$ cat src/hw/rtl/smi_pkg.sv
// ----------------------------------------------------------------------------
// smi_pkg
// shared widths, request/response types and helpers for the small matrix
// inverse block
// ----------------------------------------------------------------------------
package smi_pkg;

	localparam int MAX_SIZE  = 4;
	localparam int FRAC_BITS = 16;
	localparam int DATA_W    = 32;
	localparam int ACC_W     = 64;
	localparam int SIZE_W    = 3;
	localparam int TOL_W     = 17;
	localparam int ADDR_W    = $clog2(MAX_SIZE * MAX_SIZE);
	localparam int IDX_W     = $clog2(MAX_SIZE);
	localparam int CNT_W     = $clog2(MAX_SIZE * MAX_SIZE + 1);

	typedef struct packed {
		logic                     start;
		logic signed [DATA_W-1:0] a;
		logic signed [ACC_W-1:0]  b;
	} mul_req_t;

	typedef struct packed {
		logic                    done;
		logic signed [ACC_W-1:0] value;
	} mul_rsp_t;

	typedef struct packed {
		logic                    start;
		logic signed [ACC_W-1:0] cof;
		logic signed [ACC_W-1:0] det;
	} div_req_t;

	typedef struct packed {
		logic                     done;
		logic signed [DATA_W-1:0] quo;
		logic                     sat;
	} div_rsp_t;

	function automatic logic [ACC_W-1:0] mag64(input logic signed [ACC_W-1:0] v);
		return v[ACC_W-1] ? ACC_W'(-v) : ACC_W'(v);
	endfunction

	function automatic logic [DATA_W-1:0] mag32(input logic signed [DATA_W-1:0] v);
		return v[DATA_W-1] ? DATA_W'(-v) : DATA_W'(v);
	endfunction

endpackage

$ cat src/hw/rtl/smi_div.sv
// ----------------------------------------------------------------------------
// smi_div
// restoring divider: |cof| * 2^frac / |det|, one quotient bit a cycle,
// rounded half away from zero and saturated to 32 bits
// ----------------------------------------------------------------------------
module smi_div (
	input  logic              clk,
	input  logic              arst_n,
	input  smi_pkg::div_req_t req,
	output smi_pkg::div_rsp_t rsp
);
	import smi_pkg::*;

	localparam int NUM_W  = ACC_W + FRAC_BITS;
	localparam int QW     = 41;
	localparam int DCNT_W = $clog2(NUM_W + 1);
	localparam logic [QW:0] LIM_NEG = (QW + 1)'(1) << (DATA_W - 1);
	localparam logic [QW:0] LIM_POS = LIM_NEG - (QW + 1)'(1);

	localparam logic [1:0] DS_IDLE = 2'd0;
	localparam logic [1:0] DS_RUN  = 2'd1;
	localparam logic [1:0] DS_FIN  = 2'd2;

	logic [1:0]               state_q;
	logic                     done_q;
	logic [DCNT_W-1:0]        cnt_q;
	logic [NUM_W-1:0]         num_q;
	logic [ACC_W-1:0]         ud_q;
	logic [ACC_W-1:0]         r_q;
	logic [QW-1:0]            q_q;
	logic                     big_q;
	logic                     neg_q;
	logic signed [DATA_W-1:0] quo_q;
	logic                     sat_q;

	logic [ACC_W:0]  rs;
	logic [ACC_W:0]  diff;
	logic            ge;
	logic [QW-1:0]   q_next;
	logic            rnd;
	logic [QW:0]     qr;
	logic [QW:0]     limit;
	logic            sat;
	logic [QW:0]     qv;

	assign rs     = {r_q, num_q[NUM_W-1]};
	assign diff   = rs - {1'b0, ud_q};
	assign ge     = rs >= {1'b0, ud_q};
	assign q_next = {q_q[QW-2:0], ge};
	assign rnd    = {r_q, 1'b0} >= {1'b0, ud_q};
	assign qr     = {1'b0, q_q} + (QW + 1)'(rnd);
	assign limit  = neg_q ? LIM_NEG : LIM_POS;
	assign sat    = big_q || (qr > limit);
	assign qv     = sat ? limit : qr;

	always_ff @(posedge clk or negedge arst_n) begin
		if (!arst_n) begin
			state_q <= DS_IDLE;
			done_q  <= 1'b0;
			cnt_q   <= '0;
		end else begin
			done_q <= 1'b0;
			unique case (state_q)
				DS_IDLE: begin
					if (req.start) begin
						state_q <= DS_RUN;
						cnt_q   <= DCNT_W'(NUM_W);
					end
				end
				DS_RUN: begin
					cnt_q <= cnt_q - DCNT_W'(1);
					if (cnt_q == DCNT_W'(1)) begin
						state_q <= DS_FIN;
					end
				end
				DS_FIN: begin
					state_q <= DS_IDLE;
					done_q  <= 1'b1;
				end
				default: state_q <= DS_IDLE;
			endcase
		end
	end

	always_ff @(posedge clk) begin
		if (state_q == DS_IDLE && req.start) begin
			num_q <= {mag64(req.cof), FRAC_BITS'(0)};
			ud_q  <= mag64(req.det);
			neg_q <= req.cof[ACC_W-1] ^ req.det[ACC_W-1];
			r_q   <= '0;
			q_q   <= '0;
			big_q <= 1'b0;
		end
		if (state_q == DS_RUN) begin
			r_q   <= ge ? diff[ACC_W-1:0] : rs[ACC_W-1:0];
			q_q   <= q_next;
			big_q <= big_q | q_next[QW-1];
			num_q <= num_q << 1;
		end
		if (state_q == DS_FIN) begin
			quo_q <= neg_q ? DATA_W'(-qv[DATA_W-1:0]) : qv[DATA_W-1:0];
			sat_q <= sat;
		end
	end

	assign rsp.done = done_q;
	assign rsp.quo  = quo_q;
	assign rsp.sat  = sat_q;

endmodule

$ cat config.mk
export PLATFORM = sky130hd
export DESIGN_NAME = smi_div
export DESIGN_NICKNAME = d
export VERILOG_FILES = /design/src/hw/rtl/smi_pkg.sv /design/src/hw/rtl/smi_div.sv
export SDC_FILE = /design/constraint.sdc
export NUM_CORES = 1
export LEC_CHECK = 0
export BUFFER_PORTS_ARGS = -buffer_cell sky130_fd_sc_hd__buf_2
export CELL_PAD_IN_SITES_DETAIL_PLACEMENT = 1
export CELL_PAD_IN_SITES_GLOBAL_PLACEMENT = 1
export CORE_MARGIN = 2
export CORE_UTILIZATION = 47
export CTS_CLUSTER_DIAMETER = 100
export DETAILED_ROUTE_END_ITERATION = 7
export GPL_TIMING_DRIVEN = 0
export PLACE_DENSITY_LB_ADDON = 0.1
export SLEW_MARGIN = 10
export SYNTH_ARGS = -nofsm -noshare
export SYNTH_HDL_FRONTEND = slang
export SYNTH_SLANG_ARGS = --single-unit
$ cat constraint.sdc
create_clock -name clk -period 10 [get_ports clk]
set_input_delay 0.5 -clock clk [delete_from_list [all_inputs] [get_ports clk]]
set_output_delay 0.5 -clock clk [all_outputs]
set_load 0.03 [all_outputs]
## After elaboration in Yosys (flattened, before gate mapping)

Cells that the tools add are included.
W data, S select, Z words.

| word-level totals | value |
|---|---|
| memories kept | 0 |
| memory bits (read-only) | 0 |
| output and inout bits | 34 |
| word-level logic and storage cells | 56 |
| bits in registers | 278 |
| bits in writable memories | 0 |
| latch bits | 0 |

| cells by class | value |
|---|---|
| order comparisons | 3 |
| reduce and logical (&&, ||, !) cells | 7 |
| eq/ne operators | 5 |
| multipliers | 0 |
| mux-type cells | 20 |
| divide/modulo/power cells | 0 |
| bitwise logic cells | 2 |
| shifts and indexed selects | 0 |
| $add $sub $neg | 6 |

Operators with widths:

| operator | count |
|---|---|
| $mux W64 | 4 |
| $mux W80 | 2 |
| $ge A65 B64 Y1 | 2 |
| $neg A64 Y64 | 2 |
| $mux W32 | 3 |
| $mux W41 | 2 |
| $sub A64 B64 Y64 | 1 |
| $mux W63 | 1 |
| $add A41 B1 Y42 | 1 |
| $gt A42 B32 Y1 | 1 |
| $neg A32 Y32 | 1 |
| $pmux W7 S2 | 1 |
| $eq A7 B1 Y1 const B | 1 |
| $mux W7 | 1 |
| $sub A7 B1 Y7 const B | 1 |
| $mux W2 | 2 |
| $ne A2 B2 Y1 const B | 2 |
| $pmux W2 S2 | 1 |
| $reduce_and A2 Y1 | 2 |
| $reduce_bool A2 Y1 | 2 |
| $mux W1 | 3 |
| $eq A2 B1 Y1 const B | 1 |
| $eq A2 B2 Y1 const B | 1 |
| $logic_not A2 Y1 | 1 |
| other kinds (4) | 4 |

## Logic depth before layout (Yosys ltp)

| logic depth | value |
|---|---|
| depth in word-level cells | 7 |
| depth in mapped cells | 41 |
| depth with buffers taken out | 39 |

## Worst setup path before layout

No wires, ideal clock.

| timing | value |
|---|---|
| path type | in2reg |
| start | input req[128] in the netlist's numbering |
| end | register cnt_q[1] |
| path slack | 1.367 ns |
| library setup time | 0.486 ns |
| buffers on the path | 0 |
| stages | 3 |
| required time | 9.514 ns |
| arrival time | 8.147 ns |
| cell sequence | nor2_1 -> nor2_1 -> o22ai_1 |

| on the way | value |
|---|---|
| cells in the longest elaborated chain, start to end | 2 |

Ends and longest elaborated chain:

| element | RTL line | RTL |
|---|---|---|
| start, declared | smi_div.sv:9 | `input smi_pkg::div_req_t req,` |
| $ne A2 B2 Y1 (no source line) | - |  |
| $reduce_and A2 Y1 (no source line) | - |  |
| end signal, assigned | smi_div.sv:67 | `cnt_q <= DCNT_W'(NUM_W);` |
| end signal, assigned | smi_div.sv:71 | `cnt_q <= cnt_q - DCNT_W'(1);` |
| end, declared | smi_div.sv:26 | `logic [DCNT_W-1:0] cnt_q;` |

No other way between the ends.
A chain may end at the register's enable or synchronous reset.

## Worst setup path after layout

| timing | value |
|---|---|
| start | register r_q[37] |
| end | register quo_q[10], data pin |

| on the way | value |
|---|---|
| cells in the longest elaborated chain, start to end | 7 |

Ends and longest elaborated chain:

| element | RTL line | RTL |
|---|---|---|
| start, declared | smi_div.sv:29 | `logic [ACC_W-1:0] r_q;` |
| start signal, assigned | smi_div.sv:95 | `r_q <= ge ? diff[ACC_W-1:0] : rs[ACC_W-1:0];` |
| $ge A65 B64 Y1 (*) | smi_div.sv:50 | `assign rnd = {r_q, 1'b0} >= {1'b0, ud_q};` |
| $add A41 B1 Y42 (*) | smi_div.sv:51 | `assign qr = {1'b0, q_q} + (QW + 1)'(rnd);` |
| $gt A42 B32 Y1 (*) | smi_div.sv:53 | `assign sat = big_q \|\| (qr > limit);` |
| $logic_or A1 B1 Y1 (*) | smi_div.sv:53 |  |
| named net sat | smi_div.sv:43 | `logic sat;` |
| $mux W32 (*) | smi_div.sv:54 | `assign qv = sat ? limit : qr;` |
| $neg A32 Y32 | smi_div.sv:101 | `quo_q <= neg_q ? DATA_W'(-qv[DATA_W-1:0]) : qv[DATA_W-1:0];` |
| $mux W32 (*) | smi_div.sv:101 |  |
| end signal, assigned | smi_div.sv:101 |  |
| end, declared | smi_div.sv:33 | `logic signed [DATA_W-1:0] quo_q;` |

Mark *: on every way through the listed nets, which the timed path passes. The rest lies on a longest branch.

==> flow_summary.json <==
{
  "ys_ff_latch": 278,
  "final_common_cell": "edfxtp_1",
  "ys_async_sr_fraction_pct": 3.60,
  "synth_cells": 2138,
  "clk_path_buf_depth": 3,
  "ys_seq_area_share_pct": 42.1,
  "dpl_worst_slack_ps": -522,
  "initial_utilization_pct": 47.4,
  "first_pass_iters": 5,
  "slew_violations": 0,
  "antenna_found_initial": 4,
  "clock-sinks": 278,
  "hold_viol_final": 0,
  "globalplace.congestion": 0.889,
  "rsz0062_at_grt": "false",
  "syn_area_um2": 19700,
  "dp_hpwl_mm": 46.5,
  "ys_top_cells_by_area": "edfxtp_1 41%, ha_1 6.5%, xnor2_1 4.8%",
  "wl_per_cell_um": 21.3,
  "path_class": "reg2reg",
  "fin_nets": 2587,
  "setup_violations": 0,
  "p_leak_nw": 9.23,
  "fin_area_um2": 22700,
  "yosys.area.top_type_share_pct": 40.8,
  "nFillCells": 4907,
  "gr-total-overflow": 0,
  "die_y_um": 209,
  "maxCapViolations": 0,
  "pwr-share-comb_pct": 50.0,
  "p_sw_share_pct": 43.0,
  "die_area_um2": 43600,
  "dp.cells": 2849,
  "worstSkewPairLatency_ps": 560,
  "critPathMostFrequentCell": "ha_1",
  "grt_pass1_vias": 18200,
  "grt_usage_pct": 28.6,
  "synth_edf_count": 268,
  "clkPwrFrac_pct": 18.7,
  "path_max_fanout": 10,
  "cts_made_buffers": 36,
  "drt-total-wl_mm": 62.2,
  "pin_count": 165,
  "final_cell_mix": "268 x edfxtp_1, 186 x nor2_1, 179 x nand2_1, 178 x o21ai_0, 163 x buf_2",
  "grt_max_degree": 54,
  "cts.clk_slew.worst_paths_ps": 60,
  "fin_cells": 2921,
  "vias": 17400,
  "syn_to_final_growth_pct": 15.1,
  "crit_path_max_incr_delay_ps": 660,
  "core_um2": 41700,
  "die_x_um": 209,
  "finalClockSkew_ps": 20.6,
  "synth_top_cell_by_area": "edfxtp_1",
  "worstMarginPinSlew_ps": 1130,
  "p_sw_mw": 2.96,
  "ant_nets": 0,
  "drive_gt1_share_pct": 12.0,
  "finalCritPeriodShare_pct": 94.8,
  "cts-root-buf": "clkbuf_16",
  "synth_cell_types": 78,
  "synthFlopType": "edfxtp_1",
  "crit_path_end_kind": "flip-flop",
  "drtIter0Drc": 1092,
  "fin_crit_ps": 9480,
  "p_seq_share_pct": 31.2,
  "port_buffers": 162,
  "syn-num-nets": 2373,
  "p_per_area_nw_per_um2": 303,
  "num_rows": 75,
  "fmax_mhz": 105,
  "vias_per_cell": 5.96,
  "cts_tree": "built",
  "reg2reg_from": "r_q[37]",
  "hold_start": "req[0]",
  "relSlewSlack_pct": 24.0,
  "arrival_ps": 9890,
  "hold_class": "in2reg",
  "grt_pass1_wl_mm": 99.2,
  "startpoint_type": "flip-flop",
  "peakVddDrop_mv": 0.126,
  "htreeDepth": 2,
  "fin_hold_ws_ps": 210,
  "slowest_stage": "or4_1",
  "status": "finished, final reports clean",
  "critical_path.startpoint": "r_q[37]",
  "critPathRequiredTime_ps": 10410,
  "drc": 0,
  "synth_area_per_cell_um2": 9.23,
  "place_area_um2": 21500,
  "setup_ws_ps": 521,
  "p_int_mw": 3.92,
  "ys.warnings.count": 0
}
## worst max-delay path, delay by kind of cell, from the launching register on
family / cells / cell delay (ps)
AO/OA/AOI/OAI: 11 / 2350
XOR/XNOR: 1 / 250
adder cells (fa/ha/maj): 5 / 1500
buffers and inverters: 4 / 940
flip-flops: 1 / 500
AND/OR/NAND/NOR: 15 / 3780
## area by class of cell
cell class              instances  area [um2]  area share (%)
multi-input cells            1635       10600            46.8
flip-flops and latches        278        8300            36.5
repair buffers                176        1080            4.74
clock buffers                  46        1020            4.49
well taps                     539         674            2.97
inverters                     120         453            1.99
plain buffers                 105         422            1.86
clock inverters                19         131           0.578
diodes                          3        7.51          0.0330
## cells in the mapped netlist (10+ instances only)
cell type / number
nor2b_1: 20
nor2_1: 187
dfrtp_1: 10
or2_2: 11
clkbuf_1: 94
nand3_1: 58
nand2_1: 179
xnor2_1: 109
nor4_1: 15
a21oi_1: 159
nor3_1: 47
edfxtp_1: 268
a211oi_1: 10
o21ai_0: 178
inv_1: 120
a21o_1: 51
o21a_1: 15
o21bai_1: 15
nand2b_1: 17
a31oi_1: 27
o41ai_1: 22
nand4_1: 40
mux2i_1: 18
and3_1: 21
and2_1: 41
ha_1: 103
or4_1: 20
or3_1: 24
o31ai_1: 42
xor2_1: 102
## repair_timing
item                                    CTS  global route
resized for setup                         6            11
hold buffers                              1             0
buffers inserted                          2             0
endpoints found under the setup margin   15            15
cloned                                    0             0
pin swaps                                 1             0
hold endpoints to repair                 10             0
## routing by layer
| layer | routed length (um) | GRT usage, % |
|---|---|---|
| met5 | 23 | 0 |
| met4 | 1480 | 8.82 |
| met3 | 3020 | 4.25 |
| met2 | 29600 | 48.0 |
| met1 | 28100 | 38.2 |
## power groups by stage
stage | registers [mW] | clock network [mW] | logic [mW]
final | 2.15 | 1.29 | 3.44
after global routing | 2.20 | 1.34 | 3.84
after CTS | 2.15 | 1.31 | 3.41
after detailed placement | 2.16 | 0 | 3.37
after global placement | 2.20 | 0 | 3.19
after floorplan | 2.11 | 0 | 2.40
## sequential cells by signal, summed over array words and instances, names as in the netlist
| name | count |
|---|---|
| done_q | 1 |
| sat_q | 1 |
| q_q | 41 |
| quo_q | 32 |
| ud_q | 64 |
| r_q | 64 |
| cnt_q | 7 |
| num_q | 64 |
| neg_q | 1 |
| state_q | 2 |
| big_q | 1 |
## through the flow
stage	TNS (ps)	utilization (%)	power, mW
after floorplan	0	-	4.52
after global placement	-348890	50.9	5.38
after detailed placement	-4840	51.5	5.54
after CTS	0	54.4	6.87
after global routing	0	54.5	7.38
final	0	54.5	6.87
## cells by family after synthesis
logic type / count (synthesis) / synth area share [%]
AOI/OAI and AO/OA: 591 / 18.8
xor gates and xnor gates: 211 / 9.37
muxes: 19 / 0.970
adders and majority gates: 104 / 6.63
and+or+nand+nor: 710 / 17.8
DFF: 278 / 42.1
buffers and inverters: 225 / 4.40
## worst paths after layout
kind                        endpoint  slack (ps)  cells past startpoint
min reg2reg                 cnt_q[4]         480                      1
max in group asynchronous   cnt_q[0]        9410                      2
min in group asynchronous   cnt_q[3]         380                      2
max                        quo_q[10]         520                     36
min                          ud_q[0]         210                      1
max reg2reg                quo_q[10]         520                     36
(Power assumes the default switching activity.)
