**src/hw/rtl/smi_pkg.sv**
```systemverilog
// ----------------------------------------------------------------------------
// smi_pkg
// shared widths, request/response types and helpers for the small matrix
// inverse block
// ----------------------------------------------------------------------------
package smi_pkg;

	localparam int MAX_SIZE  = 4;
	localparam int FRAC_BITS = 16;
	localparam int DATA_W    = 32;
	localparam int ACC_W     = 64;
	localparam int SIZE_W    = 3;
	localparam int TOL_W     = 17;
	localparam int ADDR_W    = $clog2(MAX_SIZE * MAX_SIZE);
	localparam int IDX_W     = $clog2(MAX_SIZE);
	localparam int CNT_W     = $clog2(MAX_SIZE * MAX_SIZE + 1);

	typedef struct packed {
		logic                     start;
		logic signed [DATA_W-1:0] a;
		logic signed [ACC_W-1:0]  b;
	} mul_req_t;

	typedef struct packed {
		logic                    done;
		logic signed [ACC_W-1:0] value;
	} mul_rsp_t;

	typedef struct packed {
		logic                    start;
		logic signed [ACC_W-1:0] cof;
		logic signed [ACC_W-1:0] det;
	} div_req_t;

	typedef struct packed {
		logic                     done;
		logic signed [DATA_W-1:0] quo;
		logic                     sat;
	} div_rsp_t;

	function automatic logic [ACC_W-1:0] mag64(input logic signed [ACC_W-1:0] v);
		return v[ACC_W-1] ? ACC_W'(-v) : ACC_W'(v);
	endfunction

	function automatic logic [DATA_W-1:0] mag32(input logic signed [DATA_W-1:0] v);
		return v[DATA_W-1] ? DATA_W'(-v) : DATA_W'(v);
	endfunction

endpackage

```
**src/hw/rtl/smi_mul.sv**
```systemverilog
// ----------------------------------------------------------------------------
// smi_mul
// element times minor: 32x64 product on one 32x32 multiplier in two halves
// (low, then high), then round half away from zero and saturate to 64 bits
// ----------------------------------------------------------------------------
module smi_mul (
	input  logic              clk,
	input  logic              arst_n,
	input  smi_pkg::mul_req_t req,
	output smi_pkg::mul_rsp_t rsp
);
	import smi_pkg::*;

	localparam int PROD_W = DATA_W + ACC_W;
	localparam int RSH_W  = PROD_W + 1 - FRAC_BITS;
	localparam logic [PROD_W:0]  RND_HALF = (PROD_W + 1)'(1) << (FRAC_BITS - 1);
	localparam logic [ACC_W-1:0] LIM_NEG  = ACC_W'(1) << (ACC_W - 1);
	localparam logic [ACC_W-1:0] LIM_POS  = LIM_NEG - ACC_W'(1);

	localparam logic [1:0] MS_IDLE = 2'd0;
	localparam logic [1:0] MS_LO   = 2'd1;
	localparam logic [1:0] MS_HI   = 2'd2;
	localparam logic [1:0] MS_FIN  = 2'd3;

	logic [1:0]              state_q;
	logic                    done_q;
	logic [DATA_W-1:0]       ua_q;
	logic [ACC_W-1:0]        ub_q;
	logic                    neg_q;
	logic [2*DATA_W-1:0]     plo_q;
	logic [2*DATA_W-1:0]     phi_q;
	logic signed [ACC_W-1:0] res_q;

	logic [DATA_W-1:0]   ub_part;
	logic [2*DATA_W-1:0] prod;
	logic [PROD_W-1:0]   full;
	logic [PROD_W:0]     rnd;
	logic [RSH_W-1:0]    rsh;
	logic [ACC_W-1:0]    limit;
	logic [ACC_W-1:0]    mag_res;

	assign ub_part = (state_q == MS_HI) ? ub_q[ACC_W-1:DATA_W] : ub_q[DATA_W-1:0];
	assign prod    = ua_q * ub_part;
	assign full    = {phi_q, DATA_W'(0)} + PROD_W'(plo_q);
	assign rnd     = {1'b0, full} + RND_HALF;
	assign rsh     = rnd[PROD_W:FRAC_BITS];
	assign limit   = neg_q ? LIM_NEG : LIM_POS;
	assign mag_res = (rsh > RSH_W'(limit)) ? limit : rsh[ACC_W-1:0];

	always_ff @(posedge clk or negedge arst_n) begin
		if (!arst_n) begin
			state_q <= MS_IDLE;
			done_q  <= 1'b0;
		end else begin
			done_q <= 1'b0;
			unique case (state_q)
				MS_IDLE: begin
					if (req.start) begin
						state_q <= MS_LO;
					end
				end
				MS_LO: state_q <= MS_HI;
				MS_HI: state_q <= MS_FIN;
				MS_FIN: begin
					state_q <= MS_IDLE;
					done_q  <= 1'b1;
				end
				default: state_q <= MS_IDLE;
			endcase
		end
	end

	always_ff @(posedge clk) begin
		if (state_q == MS_IDLE && req.start) begin
			ua_q  <= mag32(req.a);
			ub_q  <= mag64(req.b);
			neg_q <= req.a[DATA_W-1] ^ req.b[ACC_W-1];
		end
		if (state_q == MS_LO) begin
			plo_q <= prod;
		end
		if (state_q == MS_HI) begin
			phi_q <= prod;
		end
		if (state_q == MS_FIN) begin
			res_q <= neg_q ? ACC_W'(-mag_res) : mag_res;
		end
	end

	assign rsp.done  = done_q;
	assign rsp.value = res_q;

endmodule

```
**config.mk**
```make
export PLATFORM = sky130hd
export DESIGN_NAME = smi_mul
export DESIGN_NICKNAME = d
export VERILOG_FILES = /design/src/hw/rtl/smi_pkg.sv /design/src/hw/rtl/smi_mul.sv
export SDC_FILE = /design/constraint.sdc
export NUM_CORES = 2
export LEC_CHECK = 0
export BUFFER_PORTS_ARGS = -buffer_cell sky130_fd_sc_hd__buf_2
export CAP_MARGIN = 20
export CORE_ASPECT_RATIO = 1.4
export CORE_MARGIN = 2
export CORE_UTILIZATION = 47
export CTS_CLUSTER_DIAMETER = 80
export CTS_CLUSTER_SIZE = 20
export DETAILED_ROUTE_END_ITERATION = 6
export HOLD_SLACK_MARGIN = 0.05
export PLACE_DENSITY = 0.62
export SYNTH_ARGS = -nofsm -noshare
export SYNTH_HDL_FRONTEND = slang
export SYNTH_SLANG_ARGS = --single-unit
```
**constraint.sdc**
```tcl
create_clock -name clk -period 16.4 [get_ports clk]
set_input_delay 0.82 -clock clk [delete_from_list [all_inputs] [get_ports clk]]
set_output_delay 0.82 -clock clk [all_outputs]
set_load 0.01 [all_outputs]
```
== After elaboration in Yosys (flattened, before gate mapping) ==
Cells that the tools add are included.

* $add $sub $neg: 5
* Multipliers: 1
* Order comparisons: 1
* Equality and inequality tests: 4
* Mux-type cells: 9
* Bitwise gates (word level): 1
* Reductions and logical operators: 2

{| class="wikitable"
|+ Operators with widths
! operator !! count
|-
| 64-bit 2-to-1 mux || 3
|-
| 64-bit negation || 2
|-
| 96-bit by 16-bit adder with 97-bit output, second input constant || 1
|-
| 96-bit by 64-bit adder with 96-bit output || 1
|-
| 81-bit by 64-bit > comparator with 1-bit output || 1
|-
| 32-bit by 32-bit multiplier with 64-bit output || 1
|-
| 63-bit 2-to-1 mux || 1
|-
| 32-bit 2-to-1 mux || 1
|-
| 32-bit negation || 1
|-
| 31-bit 2-to-1 mux || 1
|-
| 2-bit one-hot mux with 4 select lines || 1
|-
| 2-bit equality test, second input constant || 2
|-
| 2-bit by 1-bit equality test with 1-bit output, second input constant || 1
|-
| 2-bit logical NOT || 1
|-
| 2-bit 2-to-1 mux || 1
|-
| 2-bit != test, second input constant || 1
|-
| 1-bit logical AND || 1
|-
| 1-bit 2-to-1 mux || 1
|-
| 1-bit bitwise XOR || 1
|}

* Register bits after elaboration: 292
* Input bits: 99
* Output and inout bits: 65
* Logic and storage cells: 33

== Depth between registers and ports, before layout ==
* Word-level depth: 6
* Mapped depth: 41
* Depth with buffers taken out: 39

== Worst setup path after synthesis ==
No wires, ideal clock.

* Path kind: reg2reg
* From: register state_q[0]
* To: register phi_q[58] (data pin)
* Library setup time: 0.264 ns
* Arrival time: 10.776 ns
* Required time: 16.136 ns
* Path slack: 5.360 ns
* Stages on the path, launching flop included: 38
* Path buffers: 3
* Clock period less this slack: 11.040 ns
* Cell sequence: dfrtp_1 -> inv_1 -> ha_1 -> clkbuf_1 -> clkbuf_1 -> mux2_2 -> clkbuf_1 -> nand2_1 -> fa_1 -> inv_1 -> fa_1 -> inv_1 -> fa_1 -> inv_1 -> fa_1 -> inv_1 -> fa_1 -> inv_1 -> (+2 left out) -> fa_1 -> ha_1 -> o21a_1 -> o211a_1 -> a221o_1 -> a21o_1 -> a21o_1 -> nand3_1 -> o31ai_1 -> o221ai_1 -> o31ai_1 -> a31oi_1 -> nand3b_1 -> a31o_2 -> o21bai_1 -> a21o_1 -> a31oi_1 -> xnor2_1

* Word-level cells in the longest chain between the ends: 3

{| class="wikitable"
|+ Ends and longest elaborated chain
! what !! RTL line !! text
|-
| start: declaration || smi_mul.sv:25 || <nowiki>logic [1:0] state_q;</nowiki>
|-
| start signal: assignment || smi_mul.sv:52 || <nowiki>state_q <= MS_IDLE;</nowiki>
|-
| start signal: assignment || smi_mul.sv:59 || <nowiki>state_q <= MS_LO;</nowiki>
|-
| start signal: assignment || smi_mul.sv:62 || <nowiki>MS_LO: state_q <= MS_HI;</nowiki>
|-
| 2-bit equality test || smi_mul.sv:42 || <nowiki>assign ub_part = (state_q == MS_HI) ? ub_q[ACC_W-1:DATA_W] : ub_q[DATA_W-1:0];</nowiki>
|-
| 32-bit 2-to-1 mux || smi_mul.sv:42 ||
|-
| 32-bit by 32-bit multiplier with 64-bit output || smi_mul.sv:43 || <nowiki>assign prod = ua_q * ub_part;</nowiki>
|-
| via prod[58] || smi_mul.sv:35 || <nowiki>logic [2*DATA_W-1:0] prod;</nowiki>
|-
| end signal: assignment || smi_mul.sv:83 || <nowiki>phi_q <= prod;</nowiki>
|-
| end: declaration || smi_mul.sv:31 || <nowiki>logic [2*DATA_W-1:0] phi_q;</nowiki>
|}

The timed path passes the listed nets, and every way through them passes these cells.
A chain may end at the register's enable or synchronous reset.

== Final worst setup path ==
* From: register plo_q[44]
* To: register res_q[58] (data pin)

* Word-level cells in the longest chain between the ends: 6

{| class="wikitable"
|+ Ends and longest elaborated chain
! what !! RTL line !! text
|-
| start: declaration || smi_mul.sv:30 || <nowiki>logic [2*DATA_W-1:0] plo_q;</nowiki>
|-
| start signal: assignment || smi_mul.sv:80 || <nowiki>plo_q <= prod;</nowiki>
|-
| 96-bit by 64-bit adder with 96-bit output || smi_mul.sv:44 || <nowiki>assign full = {phi_q, DATA_W'(0)} + PROD_W'(plo_q);</nowiki>
|-
| 96-bit by 16-bit adder with 97-bit output || smi_mul.sv:45 || <nowiki>assign rnd = {1'b0, full} + RND_HALF;</nowiki>
|-
| 81-bit by 64-bit > comparator with 1-bit output || smi_mul.sv:48 || <nowiki>assign mag_res = (rsh > RSH_W'(limit)) ? limit : rsh[ACC_W-1:0];</nowiki>
|-
| 64-bit 2-to-1 mux || smi_mul.sv:48 ||
|-
| via mag_res[0] || smi_mul.sv:40 || <nowiki>logic [ACC_W-1:0] mag_res;</nowiki>
|-
| 64-bit negation || smi_mul.sv:86 || <nowiki>res_q <= neg_q ? ACC_W'(-mag_res) : mag_res;</nowiki>
|-
| 64-bit 2-to-1 mux || smi_mul.sv:86 ||
|-
| end signal: assignment || smi_mul.sv:86 ||
|-
| end: declaration || smi_mul.sv:32 || <nowiki>logic signed [ACC_W-1:0] res_q;</nowiki>
|}

The timed path passes the listed nets, and every way through them passes these cells.

==> flow_summary_export.csv <==
group,metric,value,unit
outcome,outcome,"finished, final reports clean",
setup_path,max_stage_delay,740,ps
synthesis,synth.avg_cell_area,9.20,um^2
synthesis,synthAdderAreaFrac,43.4,%
route,drc,0,
synthesis,yosys_warnings,0,
sta,setup_viol,0,
final_layout,final_cell_mix,"inv_1 (993), nand2_1 (945), fa_1 (897), ha_1 (365), edfxtp_1 (274)",
final_layout,nNetsFinal,6991,
global_routing,grt_max_degree,83,
clocking,cts_hold_buf,1,
final_layout,final_common_cell,"inv_1",
sta,hold_viol,0,
synthesis,seq_area_frac_synth,16.0,%
synthesis,synth-simple-area-share,17.5,%
place,io_buffer_count,163,
route,vias,40480,
floorplan,fp.dieH,398,um
route,first_iter_violations,2290,
place,hpwlAfterDp,128000,um
sta,maxSlewHeadroom,19.0,%
run,drv_cap,0,
synthesis,synth-seq-cells,277,
synthesis,synth_edf_count,274,
route,avgRoutedWirePerCell,22.9,um
clocking,clock_latency,610,ps
sta,fin_tns_setup,0,ps
global_routing,overflow,0,
sta,worst_pin_slew,1210,ps
min_path,worstHoldPathType,"primary input to flip-flop",
sta,post-route-min-period,11750,ps
synthesis,synth_xor_area_share,4.43,%
clocking,post_cts_resized,0,
final_layout,area_growth_syn_to_layout,5.58,%
synthesis,ys.flop_type,"edfxtp_1",
sta,drv_slew,0,
route,ant_nets,0,
clocking,htreeDepth,1,
floorplan,die_area,0.113,mm^2
synthesis,synth-compound-area-share,8.25,%
clocking,cts_buffers,22,
setup_path,crit_path_top_delay_cell,"nor4_1",
global_routing,grt_use_total,29.2,%
setup_path,required,16710,ps
route,dr.pass1.iters,7,
setup_path,crit_path_max_fanout,53,
clocking,cts_tree,"yes",
setup_path,cp-end-kind,"flip-flop",
clocking,cts_setup_buffers,0,
synthesis,synthDistinctLibCells,106,
floorplan,io_pins,164,
final_layout,drive_above_1_share,6.54,%
floorplan,rows,144,
sta,fmax,85.1,MHz
synthesis,syn_area,0.0520,mm^2
final_layout,regArea,0.00830,mm^2
floorplan,core,0.110,mm^2
sta,timing.final.crit_share,71.7,%
place,gp_congestion,0.978,
clocking,clockBufferDepth,3,
global_routing,grt_pass1_wl,251000,um
synthesis,synthMuxAreaShare,1.23,%
global_routing,antenna_found_initial,15,
sta,clock_skew,36.3,ps
synthesis,synth_top_family_by_area,"adder cells",
setup_path,worst-setup-path-type,"flip-flop to flip-flop",
global_routing,grt_pass1_vias,43089,
sta,rsz0062_at_grt,"no",
final_layout,n_fill_cell,10411,
synthesis,syn_nets,7018,
route,drt-total-wl,163000,um
route,vias_per_cell,5.69,
setup_path,start_kind,"flip-flop",
setup_path,worstPathArrival,12070,ps
synthesis,synth-async-reset-ratio,1.08,%
final_layout,multi_input_area,0.0390,mm^2
floorplan,initial_core_util,47.3,%
synthesis,syn-instance-count,5654,
floorplan,die-width,285,um
clocking,cts.clk_slew.worst_paths,90,ps
clocking,cts-root-buf,"clkbuf_16",
clocking,cts.sinks,277,
## cell families (layout without fill, tap and decap cells)
family                   count (synthesis)  count (layout)
AND/OR/NAND/NOR                       1855            1855
buffers and inverters                 1277            1266
other                                    0               8
AO/OA/AOI/OAI                          657             657
XOR/XNOR                               263             263
flip-flops                             277             277
multiplexers                            60              60
adder cells (fa/ha/maj)               1265            1265
## per-layer routing
metal  wire [um]  up-vias  global-route usage (%)
met5         102        -                       0
met1       56200    20342                    30.6
met3        8650      603                    3.64
met2       84900     1524                    54.6
met4       13200       16                    19.1
li1            -    17995                       -
## cell usage after synthesis, types with 9 or more instances
cell | instances | share of area [%]
a2111oi_0 | 9 | 0.15
and4_1 | 18 | 0.30
ha_1 | 368 | 8.8
xor2_1 | 65 | 1.1
or3_1 | 48 | 0.58
a21oi_1 | 170 | 1.6
a31oi_1 | 32 | 0.38
a21boi_0 | 11 | 0.16
mux2i_1 | 27 | 0.52
nor3b_1 | 11 | 0.16
o21bai_1 | 9 | 0.13
xnor2_1 | 198 | 3.3
o21a_1 | 18 | 0.26
nand2b_1 | 34 | 0.41
nand4_1 | 56 | 0.67
o41ai_1 | 11 | 0.19
and3_1 | 24 | 0.29
fa_1 | 897 | 35
or2_2 | 11 | 0.13
o211ai_1 | 16 | 0.23
nand2_1 | 945 | 6.8
mux2_2 | 33 | 0.71
buf_2 | 17 | 0.16
and2_1 | 150 | 1.8
clkbuf_1 | 259 | 1.9
o21ai_1 | 13 | 0.13
nand3_1 | 90 | 0.87
a211oi_1 | 21 | 0.30
nor3_1 | 69 | 0.66
nor4_1 | 36 | 0.43
inv_1 | 993 | 7.2
nor2b_1 | 141 | 1.7
nor2_1 | 137 | 0.99
edfxtp_1 | 274 | 16
o21ai_0 | 149 | 1.4
a21o_1 | 70 | 1.0
or4_1 | 24 | 0.35
o31ai_1 | 37 | 0.53
## critical path, delay by kind of cell (launching register included)
kind	cells	cell delay, ps
adders and majority gates	3	1150
and+or+nand+nor	13	3710
AOI/OAI and AO/OA	16	4020
buffers and inverters	4	1120
xor gates and xnor gates	1	490
muxes	1	380
DFF	1	580
## final timing paths
check	slack, ps	endpoint	start	depth (start not counted)
hold reg to reg	670	state_q[1]	state_q[1]	1
max in group asynchronous	15700	done_q	arst_n	2
min in group asynchronous	550	state_q[1]	arst_n	2
setup reg to reg	4650	res_q[58]	plo_q[44]	38
setup / recovery	4650	res_q[58]	plo_q[44]	38
hold / removal	400	ua_q[0]	req[64]	1
## state kept, by name (all words and copies together), names as in the netlist
| signal | flops |
|---|---|
| phi_q | 64 |
| neg_q | 1 |
| ub_q | 64 |
| ua_q | 32 |
| done_q | 1 |
| plo_q | 49 |
| state_q | 2 |
| res_q | 64 |
## per-stage QoR
step | std cells | setup slack (ps) | utilization (%) | instance area (um^2) | hold WS, ps
finish | 7111 | 4650 | 50.0 | 54900 | 399
global route | 7108 | 3880 | 50.0 | 54900 | 388
floorplan | 5654 | 5360 | - | 52000 | 524
detailed placement | 7062 | 4810 | 49.3 | 54200 | 653
CTS | 7103 | 4720 | 50.0 | 54900 | 371
global placement | 7062 | 4670 | 49.3 | 54200 | 601
## layout make-up
class,count,share of cell area [%]
well taps,1460,3.33
clock inverters,9,0.225
repair buffers,232,2.43
multi-input cells,4100,71.0
diodes,8,0.0364
clock buffers,31,1.12
inverters,994,6.79
flip-flops and latches,277,15.1
Power is left out: the tool's default activity adds up to more than one toggle a clock period on the data nets, which glitch-free logic cannot reach.
